File: config.mk
export PLATFORM = sky130hd
export DESIGN_NAME = wind_vane_angle_calibrator
export DESIGN_NICKNAME = d
export VERILOG_FILES = /design/src/design/wvac_pkg.sv /design/src/design/wvac_useq.sv /design/src/design/wvac_dpath.sv /design/src/design/wind_vane_angle_calibrator.sv
export SDC_FILE = /design/constraint.sdc
export NUM_CORES = 1
export LEC_CHECK = 0
export ABC_AREA = 1
export BUFFER_PORTS_ARGS = -buffer_cell sky130_fd_sc_hd__buf_2
export CORE_MARGIN = 3
export CORE_UTILIZATION = 50
export CTS_CLUSTER_SIZE = 20
export DETAILED_ROUTE_END_ITERATION = 10
export PLACE_DENSITY = 0.64
export SETUP_SLACK_MARGIN = 0.5
export SLEW_MARGIN = 20
export SYNTH_ARGS = -nofsm -noshare
export SYNTH_HDL_FRONTEND = slang
export SYNTH_SLANG_ARGS = --single-unit
File: constraint.sdc
create_clock -name clk -period 4.45 [get_ports clk]
set_input_delay 0.445 -clock clk [delete_from_list [all_inputs] [get_ports clk]]
set_output_delay 0.445 -clock clk [all_outputs]
set_load 0.02 [all_outputs]
File: src/design/wvac_pkg.sv
package wvac_pkg;

    // default encoder resolution
    localparam int ENCODER_BITS_DEF = 12;

    // fixed field widths
    localparam int ANGLE_W   = 9;
    localparam int SAIL_W    = 8;
    localparam int HEADING_W = 9;
    localparam int CFG_IDX_W = 2;

    // quotient of one segment never exceeds 90, so seven bits cover it
    localparam int Q_W   = 7;
    localparam int CNT_W = 3;
    // signed angle before the 360 wrap spans -90..525
    localparam int ANG_W = 11;
    // heading + 360 - stored spans 0..871
    localparam int TURN_W = 10;

    localparam int QUARTER_TURN       = 90;
    localparam int HALF_TURN          = 180;
    localparam int THREE_QUARTER_TURN = 270;
    localparam int FULL_TURN          = 360;

    // configuration register indexes
    localparam logic [CFG_IDX_W-1:0] CFG_OFFSET        = 2'd0;
    localparam logic [CFG_IDX_W-1:0] CFG_QUARTER       = 2'd1;
    localparam logic [CFG_IDX_W-1:0] CFG_HALF          = 2'd2;
    localparam logic [CFG_IDX_W-1:0] CFG_THREE_QUARTER = 2'd3;

    typedef enum logic [3:0] {
        U_LATCH,
        U_SUM,
        U_WRAPX,
        U_SEG,
        U_MUL,
        U_DIV,
        U_ADD,
        U_WRAPA,
        U_TRUE,
        U_NOP,
        U_EMIT
    } uop_t;

    typedef enum logic [2:0] {
        C_NONE,
        C_ALWAYS,
        C_NO_INPUT,
        C_QUERY,
        C_SPAN_ZERO,
        C_DIV_MORE,
        C_OUT_BUSY
    } cond_t;

    localparam int PC_W = 4;

    typedef struct packed {
        uop_t             uop;
        cond_t            cond;
        logic [PC_W-1:0]  target;
    } ucode_t;

    typedef struct packed {
        logic no_input;
        logic query;
        logic span_zero;
        logic div_more;
        logic out_busy;
    } stat_t;

    // program step addresses
    localparam logic [PC_W-1:0] S_FETCH = 4'd0;
    localparam logic [PC_W-1:0] S_SUM   = 4'd1;
    localparam logic [PC_W-1:0] S_WRAPX = 4'd2;
    localparam logic [PC_W-1:0] S_SEG   = 4'd3;
    localparam logic [PC_W-1:0] S_MUL   = 4'd4;
    localparam logic [PC_W-1:0] S_DIV   = 4'd5;
    localparam logic [PC_W-1:0] S_ADD   = 4'd6;
    localparam logic [PC_W-1:0] S_WRAPA = 4'd7;
    localparam logic [PC_W-1:0] S_TRUE  = 4'd8;
    localparam logic [PC_W-1:0] S_WAIT  = 4'd9;
    localparam logic [PC_W-1:0] S_EMIT  = 4'd10;

    function automatic ucode_t ucode_rom(input logic [PC_W-1:0] pc);
        ucode_t w;
        unique case (pc)
            S_FETCH: w = '{U_LATCH, C_NO_INPUT,  S_FETCH};
            S_SUM:   w = '{U_SUM,   C_QUERY,     S_TRUE};
            S_WRAPX: w = '{U_WRAPX, C_NONE,      S_FETCH};
            S_SEG:   w = '{U_SEG,   C_NONE,      S_FETCH};
            S_MUL:   w = '{U_MUL,   C_SPAN_ZERO, S_ADD};
            S_DIV:   w = '{U_DIV,   C_DIV_MORE,  S_DIV};
            S_ADD:   w = '{U_ADD,   C_NONE,      S_FETCH};
            S_WRAPA: w = '{U_WRAPA, C_NONE,      S_FETCH};
            S_TRUE:  w = '{U_TRUE,  C_NONE,      S_FETCH};
            S_WAIT:  w = '{U_NOP,   C_OUT_BUSY,  S_WAIT};
            S_EMIT:  w = '{U_EMIT,  C_ALWAYS,    S_FETCH};
            default: w = '{U_NOP,   C_ALWAYS,    S_FETCH};
        endcase
        return w;
    endfunction

endpackage

File: src/design/wvac_useq.sv
module wvac_useq (
    input  logic                clk,
    input  logic                rst_n,
    input  wvac_pkg::stat_t     stat,
    output wvac_pkg::uop_t      uop
);

    logic [wvac_pkg::PC_W-1:0] pc_reg;
    logic [wvac_pkg::PC_W-1:0] pc_next;
    wvac_pkg::ucode_t          uc;
    logic                      take;

    always_comb
    begin
        uc = wvac_pkg::ucode_rom(pc_reg);
    end

    always_comb
    begin
        unique case (uc.cond)
            wvac_pkg::C_NONE:      take = 1'b0;
            wvac_pkg::C_ALWAYS:    take = 1'b1;
            wvac_pkg::C_NO_INPUT:  take = stat.no_input;
            wvac_pkg::C_QUERY:     take = stat.query;
            wvac_pkg::C_SPAN_ZERO: take = stat.span_zero;
            wvac_pkg::C_DIV_MORE:  take = stat.div_more;
            wvac_pkg::C_OUT_BUSY:  take = stat.out_busy;
            default:               take = 1'b0;
        endcase
    end

    always_comb
    begin
        pc_next = take ? uc.target : pc_reg + wvac_pkg::PC_W'(1);
    end

    always_ff @(posedge clk or negedge rst_n)
    begin
        if (!rst_n)
        begin
            pc_reg <= wvac_pkg::S_FETCH;
        end
        else
        begin
            pc_reg <= pc_next;
        end
    end

    assign uop = uc.uop;

endmodule

File: src/design/wvac_dpath.sv
module wvac_dpath #(
    parameter int ENCODER_BITS = wvac_pkg::ENCODER_BITS_DEF
) (
    input  logic                                  clk,
    input  logic                                  rst_n,
    input  wvac_pkg::uop_t                        uop,
    output wvac_pkg::stat_t                       stat,
    input  logic                                  in_valid,
    input  logic                                  operation,
    input  logic [ENCODER_BITS-1:0]               raw_angle,
    input  logic [wvac_pkg::SAIL_W-1:0]           sail_position,
    input  logic [wvac_pkg::HEADING_W-1:0]        heading,
    input  logic signed [ENCODER_BITS:0]          encoder_offset,
    input  logic [ENCODER_BITS-1:0]               quarter_point,
    input  logic [ENCODER_BITS-1:0]               half_point,
    input  logic [ENCODER_BITS-1:0]               three_quarter_point,
    output logic                                  out_valid,
    input  logic                                  out_stall,
    output logic [wvac_pkg::ANGLE_W-1:0]          apparent_angle,
    output logic [wvac_pkg::ANGLE_W-1:0]          true_angle
);

    localparam int EB    = ENCODER_BITS;
    localparam int SUM_W = EB + 2;
    localparam int QW    = wvac_pkg::Q_W;
    localparam int NUM_W = EB + QW;
    localparam int CW    = wvac_pkg::CNT_W;
    localparam int AW    = wvac_pkg::ANGLE_W;
    localparam int GW    = wvac_pkg::ANG_W;
    localparam int TW    = wvac_pkg::TURN_W;
    localparam int SW    = wvac_pkg::SAIL_W;
    localparam int HW    = wvac_pkg::HEADING_W;

    localparam logic [EB-1:0]           ENC_MAX   = '1;
    localparam logic signed [SUM_W-1:0] ENC_MAX_S = $signed({2'b00, ENC_MAX});
    localparam logic signed [GW-1:0]    QUARTER_S = $signed(GW'(wvac_pkg::QUARTER_TURN));
    localparam logic signed [GW-1:0]    FULL_S    = $signed(GW'(wvac_pkg::FULL_TURN));
    localparam logic [TW-1:0]           FULL_T    = TW'(wvac_pkg::FULL_TURN);
    localparam logic [TW-1:0]           HALF_T    = TW'(wvac_pkg::HALF_TURN);

    // latched transaction
    logic                      op_reg, op_next;
    logic [EB-1:0]             raw_reg, raw_next;
    logic [SW-1:0]             sail_reg, sail_next;
    logic [HW-1:0]             heading_reg, heading_next;
    // working registers
    logic signed [SUM_W-1:0]   sum_reg, sum_next;
    logic [EB-1:0]             x_reg, x_next;
    logic [EB-1:0]             diff_reg, diff_next;
    logic [EB-1:0]             span_reg, span_next;
    logic                      spanz_reg, spanz_next;
    logic [AW-1:0]             base_reg, base_next;
    logic [NUM_W-1:0]          rem_reg, rem_next;
    logic [NUM_W-1:0]          dvs_reg, dvs_next;
    logic [QW-1:0]             quo_reg, quo_next;
    logic [CW-1:0]             cnt_reg, cnt_next;
    logic signed [GW-1:0]      ang_reg, ang_next;
    logic [AW-1:0]             w1_reg, w1_next;
    logic [AW-1:0]             app_reg, app_next;
    logic [AW-1:0]             true_reg, true_next;
    // control state
    logic [AW-1:0]             stored_reg, stored_next;
    logic                      out_valid_reg, out_valid_next;

    // combinational helpers
    logic signed [SUM_W-1:0]   wrap_s;
    logic [EB-1:0]             seg_lo;
    logic [EB-1:0]             seg_hi;
    logic [AW-1:0]             seg_base;
    logic [TW-1:0]             w_sum;
    logic [TW-1:0]             w2_sum;

    always_comb
    begin
        // single wrap of the offset sum
        if (sum_reg > ENC_MAX_S)
        begin
            wrap_s = sum_reg - ENC_MAX_S;
        end
        else if (sum_reg < $signed(SUM_W'(0)))
        begin
            wrap_s = sum_reg + ENC_MAX_S;
        end
        else
        begin
            wrap_s = sum_reg;
        end

        // segments tested from the top breakpoint down
        if (x_reg >= three_quarter_point)
        begin
            seg_lo   = three_quarter_point;
            seg_hi   = ENC_MAX;
            seg_base = AW'(wvac_pkg::THREE_QUARTER_TURN);
        end
        else if (x_reg >= half_point)
        begin
            seg_lo   = half_point;
            seg_hi   = three_quarter_point;
            seg_base = AW'(wvac_pkg::HALF_TURN);
        end
        else if (x_reg >= quarter_point)
        begin
            seg_lo   = quarter_point;
            seg_hi   = half_point;
            seg_base = AW'(wvac_pkg::QUARTER_TURN);
        end
        else
        begin
            seg_lo   = '0;
            seg_hi   = quarter_point;
            seg_base = '0;
        end

        w_sum  = TW'(heading_reg) + FULL_T - TW'(stored_reg);
        w2_sum = TW'(w1_reg) + HALF_T;
    end

    always_comb
    begin
        op_next        = op_reg;
        raw_next       = raw_reg;
        sail_next      = sail_reg;
        heading_next   = heading_reg;
        sum_next       = sum_reg;
        x_next         = x_reg;
        diff_next      = diff_reg;
        span_next      = span_reg;
        spanz_next     = spanz_reg;
        base_next      = base_reg;
        rem_next       = rem_reg;
        dvs_next       = dvs_reg;
        quo_next       = quo_reg;
        cnt_next       = cnt_reg;
        ang_next       = ang_reg;
        w1_next        = w1_reg;
        app_next       = app_reg;
        true_next      = true_reg;
        stored_next    = stored_reg;
        out_valid_next = out_valid_reg;

        if (out_valid_reg && !out_stall)
        begin
            out_valid_next = 1'b0;
        end

        unique case (uop)
            wvac_pkg::U_LATCH:
            begin
                if (in_valid)
                begin
                    op_next      = operation;
                    raw_next     = raw_angle;
                    sail_next    = sail_position;
                    heading_next = heading;
                end
            end
            wvac_pkg::U_SUM:
            begin
                sum_next = $signed({2'b00, raw_reg})
                         + $signed({encoder_offset[EB], encoder_offset});
            end
            wvac_pkg::U_WRAPX:
            begin
                if (wrap_s < $signed(SUM_W'(0)))
                begin
                    x_next = '0;
                end
                else if (wrap_s > ENC_MAX_S)
                begin
                    x_next = ENC_MAX;
                end
                else
                begin
                    x_next = wrap_s[EB-1:0];
                end
            end
            wvac_pkg::U_SEG:
            begin
                diff_next  = x_reg - seg_lo;
                span_next  = seg_hi - seg_lo;
                spanz_next = (seg_hi <= seg_lo);
                base_next  = seg_base;
            end
            wvac_pkg::U_MUL:
            begin
                rem_next = NUM_W'(diff_reg) * NUM_W'(wvac_pkg::QUARTER_TURN);
                dvs_next = {1'b0, span_reg, {(QW-1){1'b0}}};
                quo_next = '0;
                cnt_next = CW'(QW - 1);
            end
            wvac_pkg::U_DIV:
            begin
                if (rem_reg >= dvs_reg)
                begin
                    rem_next = rem_reg - dvs_reg;
                    quo_next = {quo_reg[QW-2:0], 1'b1};
                end
                else
                begin
                    quo_next = {quo_reg[QW-2:0], 1'b0};
                end
                dvs_next = dvs_reg >> 1;
                cnt_next = cnt_reg - CW'(1);
            end
            wvac_pkg::U_ADD:
            begin
                ang_next = $signed(GW'(base_reg)) + $signed(GW'(quo_reg))
                         + $signed(GW'(sail_reg)) - QUARTER_S;
            end
            wvac_pkg::U_WRAPA:
            begin
                if (ang_reg < $signed(GW'(0)))
                begin
                    stored_next = AW'(ang_reg + FULL_S);
                end
                else if (ang_reg > FULL_S)
                begin
                    stored_next = AW'(ang_reg - FULL_S);
                end
                else
                begin
                    stored_next = ang_reg[AW-1:0];
                end
            end
            wvac_pkg::U_TRUE:
            begin
                w1_next = (w_sum > FULL_T) ? AW'(w_sum - FULL_T) : w_sum[AW-1:0];
            end
            wvac_pkg::U_NOP:
            begin
            end
            wvac_pkg::U_EMIT:
            begin
                app_next       = stored_reg;
                true_next      = (w2_sum > FULL_T) ? AW'(w2_sum - FULL_T) : w2_sum[AW-1:0];
                out_valid_next = 1'b1;
            end
            default:
            begin
            end
        endcase
    end

    always_ff @(posedge clk or negedge rst_n)
    begin
        if (!rst_n)
        begin
            stored_reg    <= '0;
            out_valid_reg <= 1'b0;
            cnt_reg       <= '0;
            spanz_reg     <= 1'b0;
            op_reg        <= 1'b0;
        end
        else
        begin
            stored_reg    <= stored_next;
            out_valid_reg <= out_valid_next;
            cnt_reg       <= cnt_next;
            spanz_reg     <= spanz_next;
            op_reg        <= op_next;
        end
    end

    always_ff @(posedge clk)
    begin
        raw_reg     <= raw_next;
        sail_reg    <= sail_next;
        heading_reg <= heading_next;
        sum_reg     <= sum_next;
        x_reg       <= x_next;
        diff_reg    <= diff_next;
        span_reg    <= span_next;
        base_reg    <= base_next;
        rem_reg     <= rem_next;
        dvs_reg     <= dvs_next;
        quo_reg     <= quo_next;
        ang_reg     <= ang_next;
        w1_reg      <= w1_next;
        app_reg     <= app_next;
        true_reg    <= true_next;
    end

    always_comb
    begin
        stat.no_input  = !in_valid;
        stat.query     = op_reg;
        stat.span_zero = spanz_reg;
        stat.div_more  = (cnt_reg != '0);
        stat.out_busy  = out_valid_reg && out_stall;
    end

    assign out_valid      = out_valid_reg;
    assign apparent_angle = app_reg;
    assign true_angle     = true_reg;

    // stored angle stays within one turn
    a_stored_range: assert property (@(posedge clk) disable iff (!rst_n)
        stored_reg <= AW'(wvac_pkg::FULL_TURN))
        else $error("stored angle above 360");

    // a segment quotient never exceeds a quarter turn
    a_quo_range: assert property (@(posedge clk) disable iff (!rst_n)
        (uop == wvac_pkg::U_ADD) |-> (quo_reg <= QW'(wvac_pkg::QUARTER_TURN)))
        else $error("segment quotient above 90");

    // a result is only loaded into an empty or draining output register
    a_emit_free: assert property (@(posedge clk) disable iff (!rst_n)
        (uop == wvac_pkg::U_EMIT) |-> !(out_valid_reg && out_stall))
        else $error("result overwritten while stalled");

    // an emitted transaction shows the current stored angle
    a_emit_value: assert property (@(posedge clk) disable iff (!rst_n)
        (uop == wvac_pkg::U_EMIT) |=> (out_valid_reg && app_reg == stored_reg
            && true_reg <= AW'(wvac_pkg::FULL_TURN)))
        else $error("emitted result mismatch");

endmodule

File: src/design/wind_vane_angle_calibrator.sv
// Wind vane angle calibrator. Each input transaction yields exactly one result
// transaction carrying the stored apparent wind angle and the true wind angle.
// Operation 0 corrects the encoder reading by the signed offset, maps it through
// the three breakpoints onto four quadrants, adds the sail position less 90 and
// stores the wrapped angle; operation 1 reports using the stored angle as is.
// A small microcoded sequencer drives one shared datapath. In operation 0 the
// seven-step restoring divider of the segment interpolation is the longest
// part and is skipped when the selected segment has zero width; operation 1
// goes from the offset sum straight to the true angle. A new transaction is
// taken while the previous result still waits in the output register; the next
// result waits for that register to drain. Breakpoint and offset registers
// must be written only while the block is idle; the block does not enforce it.
module wind_vane_angle_calibrator #(
    parameter int ENCODER_BITS = wvac_pkg::ENCODER_BITS_DEF
) (
    input  logic                                clk,
    input  logic                                rst_n,
    input  logic                                cfg_we,
    input  logic [wvac_pkg::CFG_IDX_W-1:0]      cfg_index,
    input  logic [ENCODER_BITS:0]               cfg_data,
    input  logic                                in_valid,
    output logic                                in_stall,
    input  logic                                operation,
    input  logic [ENCODER_BITS-1:0]             raw_angle,
    input  logic [wvac_pkg::SAIL_W-1:0]         sail_position,
    input  logic [wvac_pkg::HEADING_W-1:0]      heading,
    output logic                                out_valid,
    input  logic                                out_stall,
    output logic [wvac_pkg::ANGLE_W-1:0]        apparent_angle,
    output logic [wvac_pkg::ANGLE_W-1:0]        true_angle
);

    localparam int EB = ENCODER_BITS;
    localparam logic [EB-1:0] QUARTER_RST       = EB'(1) << (EB - 2);
    localparam logic [EB-1:0] HALF_RST          = EB'(1) << (EB - 1);
    localparam logic [EB-1:0] THREE_QUARTER_RST = QUARTER_RST | HALF_RST;

    logic signed [EB:0] offset_reg;
    logic [EB-1:0]      quarter_reg;
    logic [EB-1:0]      half_reg;
    logic [EB-1:0]      three_quarter_reg;

    wvac_pkg::uop_t     uop;
    wvac_pkg::stat_t    stat;

    always_ff @(posedge clk or negedge rst_n)
    begin
        if (!rst_n)
        begin
            offset_reg        <= '0;
            quarter_reg       <= QUARTER_RST;
            half_reg          <= HALF_RST;
            three_quarter_reg <= THREE_QUARTER_RST;
        end
        else if (cfg_we)
        begin
            unique case (cfg_index)
                wvac_pkg::CFG_OFFSET:        offset_reg        <= $signed(cfg_data);
                wvac_pkg::CFG_QUARTER:       quarter_reg       <= cfg_data[EB-1:0];
                wvac_pkg::CFG_HALF:          half_reg          <= cfg_data[EB-1:0];
                wvac_pkg::CFG_THREE_QUARTER: three_quarter_reg <= cfg_data[EB-1:0];
                default:
                begin
                end
            endcase
        end
    end

    // inputs are taken only at the fetch step of the program
    assign in_stall = (uop != wvac_pkg::U_LATCH);

    wvac_useq u_useq (
        .clk   (clk),
        .rst_n (rst_n),
        .stat  (stat),
        .uop   (uop)
    );

    wvac_dpath #(
        .ENCODER_BITS (ENCODER_BITS)
    ) u_dpath (
        .clk                 (clk),
        .rst_n               (rst_n),
        .uop                 (uop),
        .stat                (stat),
        .in_valid            (in_valid),
        .operation           (operation),
        .raw_angle           (raw_angle),
        .sail_position       (sail_position),
        .heading             (heading),
        .encoder_offset      (offset_reg),
        .quarter_point       (quarter_reg),
        .half_point          (half_reg),
        .three_quarter_point (three_quarter_reg),
        .out_valid           (out_valid),
        .out_stall           (out_stall),
        .apparent_angle      (apparent_angle),
        .true_angle          (true_angle)
    );

endmodule

**Yosys cells after proc, flatten, opt, wreduce, memory -nomap -nowiden**

Memory sizes are Yosys's and may differ from the RTL's.
Cells that the tools add are included.

- Mux-type cells: 25
- $mul: 1
- Order comparisons: 13
- Equality and inequality tests: 19
- $add $sub $neg: 18
- Reduce and logical (&&, ||, !) cells: 17

Operators with widths:

| kind | number |
|---|---|
| 12-bit two-way mux | 7 |
| 19-bit one-hot mux with 2 select lines | 2 |
| 9-bit two-way mux | 5 |
| 12-bit greater-or-equal comparator | 3 |
| 14-bit by 13-bit > comparator with 1-bit output (second input constant) | 2 |
| 14-bit by 1-bit less-than comparator with 1-bit output (second input constant) | 2 |
| 14-bit two-way mux | 2 |
| 9-bit subtractor (second input constant) | 3 |
| 12-bit subtractor | 2 |
| 10-bit by 9-bit > comparator with 1-bit output (second input constant) | 2 |
| 19-bit greater-or-equal comparator | 1 |
| 19-bit two-way mux | 1 |
| 19-bit subtractor | 1 |
| 12-bit by 6-bit multiplier with 18-bit output (second input constant) | 1 |
| 4-bit by 3-bit equality test with 1-bit output (second input constant) | 4 |
| 13-bit by 13-bit adder with 14-bit output | 1 |
| 14-bit by 13-bit adder with 14-bit output (second input constant) | 1 |
| 7-bit one-hot mux with 2 select lines | 1 |
| 14-bit by 13-bit subtractor with 14-bit output (second input constant) | 1 |
| 12-bit less-or-equal comparator | 1 |
| 2-bit AND reduction | 6 |
| 11-bit by 9-bit adder with 11-bit output | 1 |
| 11-bit by 10-bit > comparator with 1-bit output (second input constant) | 1 |
| 11-bit by 1-bit less-than comparator with 1-bit output (second input constant) | 1 |
| other kinds (30) | 41 |

- Register bits after elaboration: 239
- Word-level logic and storage cells: 120
- Output and inout bits: 20
- Bits in read-only memories: 176
- Memories kept: 1

Memories:

| memory | depth | bits a word | read ports | clocked after memory_dff | write ports | line | RTL |
|---|---|---|---|---|---|---|---|
| (name not given) | 16 | 11 | 1 | 0 | 0 | wvac_pkg.sv:86 | `unique case (pc)` |

**Logic depth before layout (Yosys ltp)**

Gate-level depths: netlist of run 1.

- Depth in word-level cells: 5
- Depth in mapped cells: 27

**By module**

Synthesis of run 1 repeated with hierarchy kept, for this count alone.

- Cell total of the unflattened synthesis: 1839
- Area, all modules: 16214.3 µm²

Modules (own cells, without submodules):

| module | sequential area each (µm²) | cells an instance | area an instance (µm²) | times used |
|---|---|---|---|---|
| wvac_dpath | 5390.2 | 1543 | 13620.6 | 1 |
| wind_vane_angle_calibrator | 1231.2 | 225 | 2109.5 | 1 |
| wvac_useq | 100.1 | 71 | 484.2 | 1 |

**Worst setup path before layout of run 1**

OpenSTA, ideal clock, no wires.

- Kind: register to register
- From: register u_useq.pc_reg[1] in the netlist's numbering
- To: register u_dpath.rem_reg[0] (enable)
- Path buffers: 0
- Period minus slack after synthesis: 3618 ps
- Path slack: 832 ps
- Cell stages (with the launch flop): 6
- Required time: 4043 ps
- Arrival time: 3212 ps
- Library setup time: 407 ps
- Cells stage by stage: dfrtp_1 -> nor2_1 -> inv_1 -> nor2_1 -> inv_1 -> a31oi_1

- Longest elaborated chain between the ends: 4

RTL lines:

| element | line | RTL |
|---|---|---|
| start: declaration | wvac_useq.sv:8 | `logic [wvac_pkg::PC_W-1:0] pc_reg;` |
| start signal: assignment | wvac_useq.sv:41 | `pc_reg <= wvac_pkg::S_FETCH;` |
| start signal: assignment | wvac_useq.sv:45 | `pc_reg <= pc_next;` |
| memory read 16 x 11 bit * | n/a |  |
| 4-bit by 3-bit equality test with 1-bit output | wvac_dpath.sv:147 | `unique case (uop)` |
| 2-bit by 1-bit inequality test with 1-bit output (no source line) / 2-bit nonzero test (equally long branches) | n/a |  |
| 2-bit AND reduction (no source line) * | n/a |  |
| end signal: assignment | wvac_dpath.sv:275 | `rem_reg <= rem_next;` |
| end: declaration | wvac_dpath.sv:53 | `logic [NUM_W-1:0] rem_reg, rem_next;` |

Every way passes the cells marked *; elsewhere a longest branch is shown, timed or not.
A chain may end at the register's enable or synchronous reset.

**Final worst setup path of run 1**

- From: register u_dpath.diff_reg[4]
- To: register u_dpath.rem_reg[17], data pin

- Longest elaborated chain between the ends: 2

RTL lines:

| element | line | RTL |
|---|---|---|
| start: declaration | wvac_dpath.sv:49 | `logic [EB-1:0] diff_reg, diff_next;` |
| start signal: assignment | wvac_dpath.sv:272 | `diff_reg <= diff_next;` |
| 12-bit by 6-bit multiplier with 18-bit output | wvac_dpath.sv:187 | `rem_next = NUM_W'(diff_reg) * NUM_W'(wvac_pkg::QUARTER_TURN);` |
| 19-bit one-hot mux with 2 select lines | wvac_dpath.sv:147 |  |
| via u_dpath.rem_next[17] | wvac_dpath.sv:53 |  |

The timed path passes the listed nets, and every way through them passes these cells.

==> flow_summary.yaml, run 1 <==
clock_tree:
  insertion_delay_ns: 0.54
  cts_tree: "built"
  h-tree-depth: 1
  clk_path_buf_depth: 3
  clock-sinks: 235
  clock-root-buffer: "clkbuf_16"
  numCtsBuffers: 27
  path_clk_slew_ns: 0.06
synthesis:
  synthAdderAreaFrac: 0.168
  netlist_instances: 1796
  syn_area_sq_um: 15900
  synth_top_family_by_area: "adder cells"
  synth_commonest_cells: "353 x nand2_1, 312 x inv_1, 174 x ha_1"
  synth-compound-area-share: 0.121
  synthXorXnorAreaFrac: 0.0462
  async_flop_share: 0.289
  yosysTopAreaCell: "edfxtp_1"
  synth-simple-area-share: 0.158
  ys_warn_count: 0
  synth_seq_cells: 235
  synthesis.nets: 2045
  synth_top_flop_cell: "edfxtp_1"
  synth_cell_types: 63
  syn_area_per_cell_sq_um: 8.88
  yosysMostFrequentCell: "nand2_1"
  synth_area_leaders: "edfxtp_1 31%, ha_1 14%, dfrtp_1 10%, nand2_1 8.3%, inv_1 7.3%"
  synth_edf_count: 167
  yosysSeqAreaShare: 0.422
  synth.mux.area_fraction: 0.00204
  synth_top_area_frac: 0.315
global_route:
  antenna_found_initial: 0
  grt_max_degree: 69
  overflow: 0
  grt_use_total: 0.219
  grt_first_pass_wirelength_mm: 60.4
  grt_pass1_vias: 11935
placement:
  portBuffers: 69
  dp.cells: 2242
  dpl_cell_area_sq_um: 16800
  pre_cts_slack_ns: 0.545
  dp_hpwl_mm: 28.4
  gp_congestion: 0.918
power:
  power_density_nw_per_um2: 761
  power_frac_seq: 0.275
  power_frac_comb: 0.562
  p_sw_frac: 0.445
  netSwitchingPower_uw: 6030
  clkPwrFrac: 0.163
  power.leakage_uw: 0.00840
  peakVddDrop_v: 0.000339
  internal_power_uw: 7530
floorplanning:
  rows: 64
  coreArea_sq_um: 31000
  die-area_sq_um: 34100
  start_util: 0.514
  die_y_um: 185
  boundaryPins: 70
  die_w_um: 185
route:
  drt_iter0_drc: 782
  drc: 0
  vias_per_cell: 5.32
  wl_per_cell_um: 16.0
  ant_nets: 0
  firstDrtPassIters: 5
  vias: 12252
  wl_mm: 36.9
finish:
  area_growth_pct: 11.7
  fin_nets: 2134
  post-route-cell-area_sq_um: 17800
  drive_gt1_frac: 0.111
  fin_util: 0.575
  largest_register_ffs: 19
  n_antenna_cell: 0
  nFillCells: 2756
  stdcell_count: 2301
setup_path:
  path_max_fanout: 5
  crit_path_end_kind: "flip-flop"
  critical_path_class: "reg2reg"
  crit_path_start: "u_dpath.diff_reg[4]"
  worst-r2r-cell-count: 14
  cp.arrival_ns: 4.00
  rr_startpoint: "u_dpath.diff_reg[4]"
  start_kind: "flip-flop"
  endpoint: "u_dpath.rem_reg[17]"
  reg2reg_slack_ns: 0.72
  r2r_end: "u_dpath.rem_reg[17]"
  crit_required_ns: 4.72
timing:
  worst_slew_pin_slew_ns: 0.940
  max_freq_mhz: 268
  relSlewSlack: 0.372
  finalSetupViolCount: 0
  tns_ns: 0
  finClkSkew_ns: 0.0137
  setup_slack_ns: 0.721
  rsz0062_at_grt: "true"
  fin_crit_sh: 0.838
  fin_crit_ns: 3.73
  maxSlewViolCount: 0
  finalHoldViolCount: 0
run_status:
  status: "finished, final reports clean"
job:
  cap_violations: 0
min_path:
  hp-class: "in2async"
==> cell families after synthesis <==
kind of cell | Yosys count
AOI/OAI and AO/OA | 338
xor gates and xnor gates | 84
adders and majority gates | 199
buffers and inverters | 352
DFF | 235
muxes | 3
and+or+nand+nor | 585
==> how the worst min path moves through the flow <==
stage	cells after the start	endpoint	slack (ns)
6_report	1	half_reg[6]	0.02
3_5_place_dp	0	u_dpath.true_angle[1]	0.43
3_3_place_gp	0	u_dpath.true_angle[1]	0.43
2_1_floorplan	0	half_reg[0]	0.15
5_1_grt	1	u_dpath.raw_reg[1]	0.06
4_1_cts	1	half_reg[7]	0.05
==> power by group through the flow <==
stage	clock network, uW	registers [uW]	logic (uW)
floorplan	0	3710	5650
global placement	0	3760	7240
detailed placement	0	3770	7380
CTS	2260	3730	7430
global route	2340	3800	8710
finish	2210	3730	7620
==> worst max-delay path: stages (launching register included) <==
cell and delay (ns):
edfxtp_1 0.41, ha_1 0.32, inv_1 0.06, fa_1 0.52, inv_1 0.05, fa_1 0.45
ha_1 0.36, a21oi_1 0.26, o31ai_4 0.13, a21oi_1 0.26, o21ai_2 0.10, a21oi_1 0.13
o21bai_1 0.08, o21ai_0 0.19, o21ai_0 0.11
==> final cells by class <==
type	count	area (sq um)	share of cell area
multi-input cells	1209	8000	0.449
flip-flops and latches	235	6720	0.377
inverters	324	1220	0.0686
clock buffers	34	732	0.0411
repair buffers	88	503	0.0282
well taps	396	495	0.0278
clock inverters	15	136	0.00766
==> cell usage in the layout, fill, tap and decap left out, types with 10 or more instances in the layout <==
master and count:
nand2_2 17, o21ai_0 124, nand4_1 18, nor3_1 18, dfrtp_1 64, o22ai_1 12, buf_4 19, inv_1 310
edfxtp_1 167, fa_1 24, o221ai_1 10, clkbuf_16 27, xor2_1 58, o21ai_1 13, xnor2_1 26, a21oi_1 113
nand3_1 56, nand2_1 351, nor2_1 94, buf_2 68, ha_1 172, inv_2 11
==> metal layers <==
metal  global-route usage  wire (um)
met1                0.294      16800
met4               0.0614       1100
met5                    0          0
met2                0.375      17500
met3               0.0276       1570
==> what timing repair did <==
| item | in CTS | in global routing |
|---|---|---|
| buffers inserted | 0 | 10 |
| hold buffers | 0 | 0 |
| endpoints found under the setup margin | 0 | 16 |
| resized for setup | 0 | 19 |
==> through the flow <==
stage / power [uW] / hold WS (ns)
2_1_floorplan: 9360 / 0.149
3_3_place_gp: 11000 / 0.432
3_5_place_dp: 11100 / 0.434
4_1_cts: 13400 / 0.0520
5_1_grt: 14800 / 0.0564
6_report: 13600 / 0.0228
(Power assumes the default switching activity.)
==> run 2, diff against run 1 <==
Settings changed: PLACE_DENSITY 0.64 to 0.66.
Clock period 4.45 ns to 3.1 ns, I/O delays scaled along.
==> run 2 against run 1 <==
Compared with the run above:
- the run now ends with setup timing left
- utilization increased by 13 points
- highest routed layer unchanged
- count of clock-buffer cells in the layout increased by 11
- combinational power increased by 130%
- clock skew increased by 0.010 ns
- largest cell class unchanged
- final cell count increased by 12%
- routed wire length increased by 18%
- register-to-register slack got worse by 1.2 ns
- critical path type unchanged
- die area unchanged
- power increased by 96%
- first-iteration DRC count increased by 2.0%
- largest power group unchanged
==> flow_summary.yaml, run 2 (same netlist as run 1, synthesis figures left out) <==
run_status:
  status: "complete, but fails checks"
  violations: "setup timing"
setup_path:
  crit_cells: 15
  rr_startpoint: "u_dpath.diff_reg[4]"
  path_max_fanout: 3
  slowest_stage: "fa_1"
  worst-r2r-cell-count: 15
  reg2reg_slack_ns: -0.47
  cp_top_family: "adder cells"
  critical_path_class: "reg2reg"
  crit_buf_inv: 3
  cp.arrival_ns: 3.85
  crit_path_end_kind: "flip-flop"
  critical-path-max-stage-delay_ns: 0.52
  start_kind: "flip-flop"
  worstPathCellList: "ha_4 > inv_2 > fa_1 > inv_1 > fa_1 > ha_4 > inv_2 > o31ai_4 > a21oi_2 > o21ai_2 > a21oi_1 > o21bai_1 > a21oi_1 > o21ai_1 > o21ai_1"
  crit_required_ns: 3.38
  r2r_end: "u_dpath.rem_reg[17]"
finish:
  post-route-cell-area_sq_um: 22000
  n_antenna_cell: 0
  drive_gt1_frac: 0.324
  nFillCells: 2244
  final_common_cell: "nand2_1"
  area_growth_pct: 37.8
  layout_common_cells: "305 x nand2_1, 274 x inv_1, 201 x buf_4, 167 x edfxtp_1, 106 x ha_1"
  fin_nets: 2397
  largest_register_ffs: 19
timing:
  rsz0062_at_grt: "true"
  finalHoldViolCount: 0
  finClkSkew_ns: 0.0239
  tns_ns: -8.58
  fin_crit_ns: 3.57
  max_freq_mhz: 280
  relSlewSlack: 0.381
  fin_crit_sh: 1.15
  maxSlewViolCount: 0
  worst_slew_pin_slew_ns: 0.925
  setup_slack_ns: -0.470
  finalSetupViolCount: 32
placement:
  portBuffers: 69
  dpl_cell_area_sq_um: 18500
  gp_congestion: 0.898
  dp_hpwl_mm: 30.4
floorplanning:
  die_y_um: 185
  die_w_um: 185
  die-area_sq_um: 34100
  start_util: 0.514
  coreArea_sq_um: 31000
  boundaryPins: 70
  rows: 64
route:
  drt_iter0_drc: 798
  ant_nets: 0
  vias: 13681
  vias_per_cell: 5.33
  wl_per_cell_um: 17.0
  firstDrtPassIters: 6
  drc: 0
  wl_mm: 43.5
clock_tree:
  h-tree-depth: 1
  clock-root-buffer: "clkbuf_16"
  numCtsBuffers: 28
  path_clk_slew_ns: 0.07
  clk_path_buf_depth: 3
  clock-sinks: 235
  cts_tree: "built"
  insertion_delay_ns: 0.54
job:
  cap_violations: 0
global_route:
  antenna_found_initial: 0
  overflow: 0
  grt_first_pass_wirelength_mm: 67.1
  grt_use_total: 0.243
  grt_pass1_vias: 13624
  grt_max_degree: 69
min_path:
  hold_end: "u_dpath.op_reg"
  worstHoldPathCells: 2
  hp-class: "in2reg"
  hp-start: "operation"
power:
  peakVddDrop_v: 0.000808
  power.leakage_uw: 0.00996
  power_density_nw_per_um2: 1210
## run 2: changes by cell type in the layout (fill, tap and decap cells not counted), moves of 34 or more
cell / previous run / this run
buf_6: 0 / 44
nand2_1: 351 / 305
ha_1: 172 / 106
buf_4: 19 / 201
ha_4: 2 / 65
inv_1: 310 / 274
a21oi_1: 113 / 79
## run 2: how the worst max path moves through the flow
stage	startpoint	end	slack, ns
floorplan	u_dpath.diff_reg[2]	u_dpath.rem_reg[17]	-0.23
global placement	u_dpath.x_reg[11]	u_dpath.diff_reg[10]	-0.32
detailed placement	u_dpath.diff_reg[4]	u_dpath.rem_reg[17]	-0.42
CTS	u_dpath.diff_reg[4]	u_dpath.rem_reg[17]	-0.33
global route	u_dpath.x_reg[5]	u_dpath.diff_reg[8]	-0.64
finish	u_dpath.diff_reg[4]	u_dpath.rem_reg[17]	-0.47
## run 2: what timing repair did
action,in CTS,in global routing
hold endpoints to repair,94,0
buffers inserted,39,34
pin swaps,77,83
gates resized for setup,170,151
gates cloned,1,0
hold buffers,31,0
setup endpoints to repair,48,69
## run 2: final cells by class
type                    count  area, sq um  share of cell area
multi-input cells        1209         9790               0.446
flip-flops and latches    235         6720               0.306
repair buffers            349         2760               0.125
inverters                 324         1250              0.0570
clock buffers              45          878              0.0400
well taps                 396          495              0.0226
clock inverters             7         62.6             0.00285
repair inverters            1         8.76            0.000399
## run 2: stage by stage
step / hold WS (ns) / worst slack [ns] / utilization / power, uW / std cells
final: 0.0382 / -0.470 / 0.709 / 26500 / 2566
after global routing: 0.0419 / -0.636 / 0.709 / 28500 / 2566
after CTS: 0.0241 / -0.325 / 0.676 / 24500 / 2532
after detailed placement: 0.435 / -0.419 / 0.596 / 19000 / 2409
after global placement: 0.431 / -0.323 / 0.596 / 18700 / 2409
after floorplan: 0.0144 / -0.234 / - / 14600 / 1796
## run 2: layer usage
layer  share of wire  GRT usage  vias up
met5               0          0        -
met4           0.037     0.0759        0
met3           0.036     0.0266      103
met2            0.51      0.444      343
met1            0.41      0.300     6534
li1                -          -     6701
## run 2: report_power, final
| part | internal, uW | switching [uW] |
|---|---|---|
| logic | 8380 | 9530 |
| clock network | 2010 | 1280 |
| registers | 4850 | 487 |
==> run 3, diff against run 2 <==
Settings changed: PLACE_DENSITY 0.66 to 0.75.
==> run 3 against run 2 <==
Compared with the run above:
- the flow still finishes with violations (setup timing)
- final cell count decreased by 0.86%
- final area decreased by 0.79%
- clock skew decreased by 0.0094 ns
- combinational power about the same
- sequential share of layout area increased by 0.24 points
- power increased by 0.13%
- maximum frequency decreased by 0.61%
==> flow_summary.yaml, run 3 (same netlist as run 1, synthesis figures left out) <==
run_status:
  status: "complete, but fails checks"
  violations: "setup timing"
setup_path:
  crit_path_end_kind: "flip-flop"
  cp_top_family: "simple AND/OR/NAND/NOR gates"
  cp.arrival_ns: 3.89
  crit_required_ns: 3.39
  reg2reg_slack_ns: -0.49
  critical_path_class: "reg2reg"
  crit_buf_inv: 6
  critical-path-max-stage-delay_ns: 0.55
  worstPathCellList: "buf_6 > ha_4 > nand2_1 > inv_2 > nand2_1 > nand2_1 > a21oi_2 > nand2_2 > inv_4 > nor2_4 > buf_4 > buf_12 > a21oi_2 > ha_4 > nand2_1 > inv_1 > nand2_1 > nand2_1 > nand2_1 > nand3_1 > nand2_1 > nand2_2"
  path_max_fanout: 7
  rr_startpoint: "u_dpath.x_reg[6]"
  start_kind: "flip-flop"
  worst-r2r-cell-count: 22
  slowest_stage: "edfxtp_1"
  r2r_end: "u_dpath.diff_reg[11]"
  critical_path.most_common_cell: "nand2_1"
route:
  ant_nets: 0
  firstDrtPassIters: 6
  vias_per_cell: 5.59
  vias: 14214
  wl_mm: 46.4
  wl_per_cell_um: 18.2
  drc: 0
  drt_iter0_drc: 1115
finish:
  final_common_cell: "nand2_1"
  largest_register_ffs: 19
  layout_common_cells: "295 x nand2_1, 275 x inv_1, 183 x buf_4, 167 x edfxtp_1, 107 x ha_1"
  drive_gt1_frac: 0.326
  area_growth_pct: 36.7
  post-route-cell-area_sq_um: 21800
  n_antenna_cell: 0
  fin_nets: 2376
  nFillCells: 2092
timing:
  rsz0062_at_grt: "true"
  relSlewSlack: 0.331
  finalHoldViolCount: 0
  fin_crit_ns: 3.59
  finalSetupViolCount: 33
  worst_slew_pin_slew_ns: 1.00
  setup_slack_ns: -0.492
  max_freq_mhz: 278
  fin_crit_sh: 1.16
  finClkSkew_ns: 0.0145
  maxSlewViolCount: 0
clock_tree:
  path_clk_slew_ns: 0.06
  h-tree-depth: 1
  numCtsBuffers: 27
  clock-root-buffer: "clkbuf_16"
  clk_path_buf_depth: 3
  insertion_delay_ns: 0.55
  cts_tree: "built"
  clock-sinks: 235
global_route:
  overflow: 0
  grt_use_total: 0.247
  grt_max_degree: 58
  grt_first_pass_wirelength_mm: 68.4
  antenna_found_initial: 0
  grt_pass1_vias: 14008
power:
  peakVddDrop_v: 0.000787
  power.leakage_uw: 0.00987
  power_density_nw_per_um2: 1220
placement:
  dpl_cell_area_sq_um: 18500
  dp_hpwl_mm: 29.9
  gp_congestion: 0.927
  pre_cts_slack_ns: -0.431
  portBuffers: 69
min_path:
  hp-class: "in2reg"
  hold_end: "offset_reg[12]"
  worstHoldPathCells: 2
  hp-start: "cfg_data[12]"
floorplanning:
  die-area_sq_um: 34100
  start_util: 0.514
  rows: 64
  boundaryPins: 70
  die_y_um: 185
  coreArea_sq_um: 31000
  die_w_um: 185
job:
  cap_violations: 0
==> run 3: timing repair <==
item                                    4_1_cts  5_1_grt
pin swaps                                    94      112
hold endpoints to repair                     60        0
setup buffers                                24       26
gates resized for setup                     170      167
gates cloned                                  0        1
hold buffers                                 30        0
endpoints found under the setup margin       48       69
==> run 3: report_power, final <==
group	internal, uW	switching [uW]
sequential	4850	493
combinational	8280	9820
clock	1850	1280
total	15000	11600
==> run 3: final cells by class <==
class                      count  area (sq um)  area share
inverter                     324          1240      0.0570
clock buffer                  42           802      0.0368
clock inverter                 8          70.1     0.00322
multi-input combinational   1209          9840       0.452
sequential                   235          6720       0.308
tap                          396           495      0.0227
timing repair buffer         330          2620       0.120
==> run 3: routing by layer <==
metal | part of all wire | track usage
met1 | 0.38 | 0.299
met5 | 0 | 0
met4 | 0.057 | 0.0931
met3 | 0.057 | 0.0318
met2 | 0.50 | 0.450
==> run 3: how the worst max path moves through the flow <==
stage,depth (start not counted),endpoint,start,slack [ns]
finish,22,u_dpath.diff_reg[11],u_dpath.x_reg[6],-0.49
global route,24,u_dpath.diff_reg[9],u_dpath.x_reg[1],-0.61
CTS,15,u_dpath.rem_reg[17],u_dpath.diff_reg[4],-0.39
detailed placement,16,u_dpath.rem_reg[17],u_dpath.diff_reg[2],-0.43
global placement,16,u_dpath.rem_reg[17],u_dpath.diff_reg[2],-0.30
floorplan,16,u_dpath.rem_reg[17],u_dpath.diff_reg[2],-0.23
==> run 3: metrics by stage <==
step | utilization | instances | TNS [ns] | hold WS (ns) | total power, uW
floorplan | - | 1796 | -1.13 | 0.0144 | 14600
global placement | 0.597 | 2413 | -4.14 | 0.169 | 18500
detailed placement | 0.597 | 2413 | -6.07 | 0.175 | 18900
CTS | 0.671 | 2517 | -4.57 | 0.000818 | 24100
global route | 0.703 | 2544 | -13.91 | 0.0136 | 28400
finish | 0.703 | 2544 | -10.29 | 0.0127 | 26600
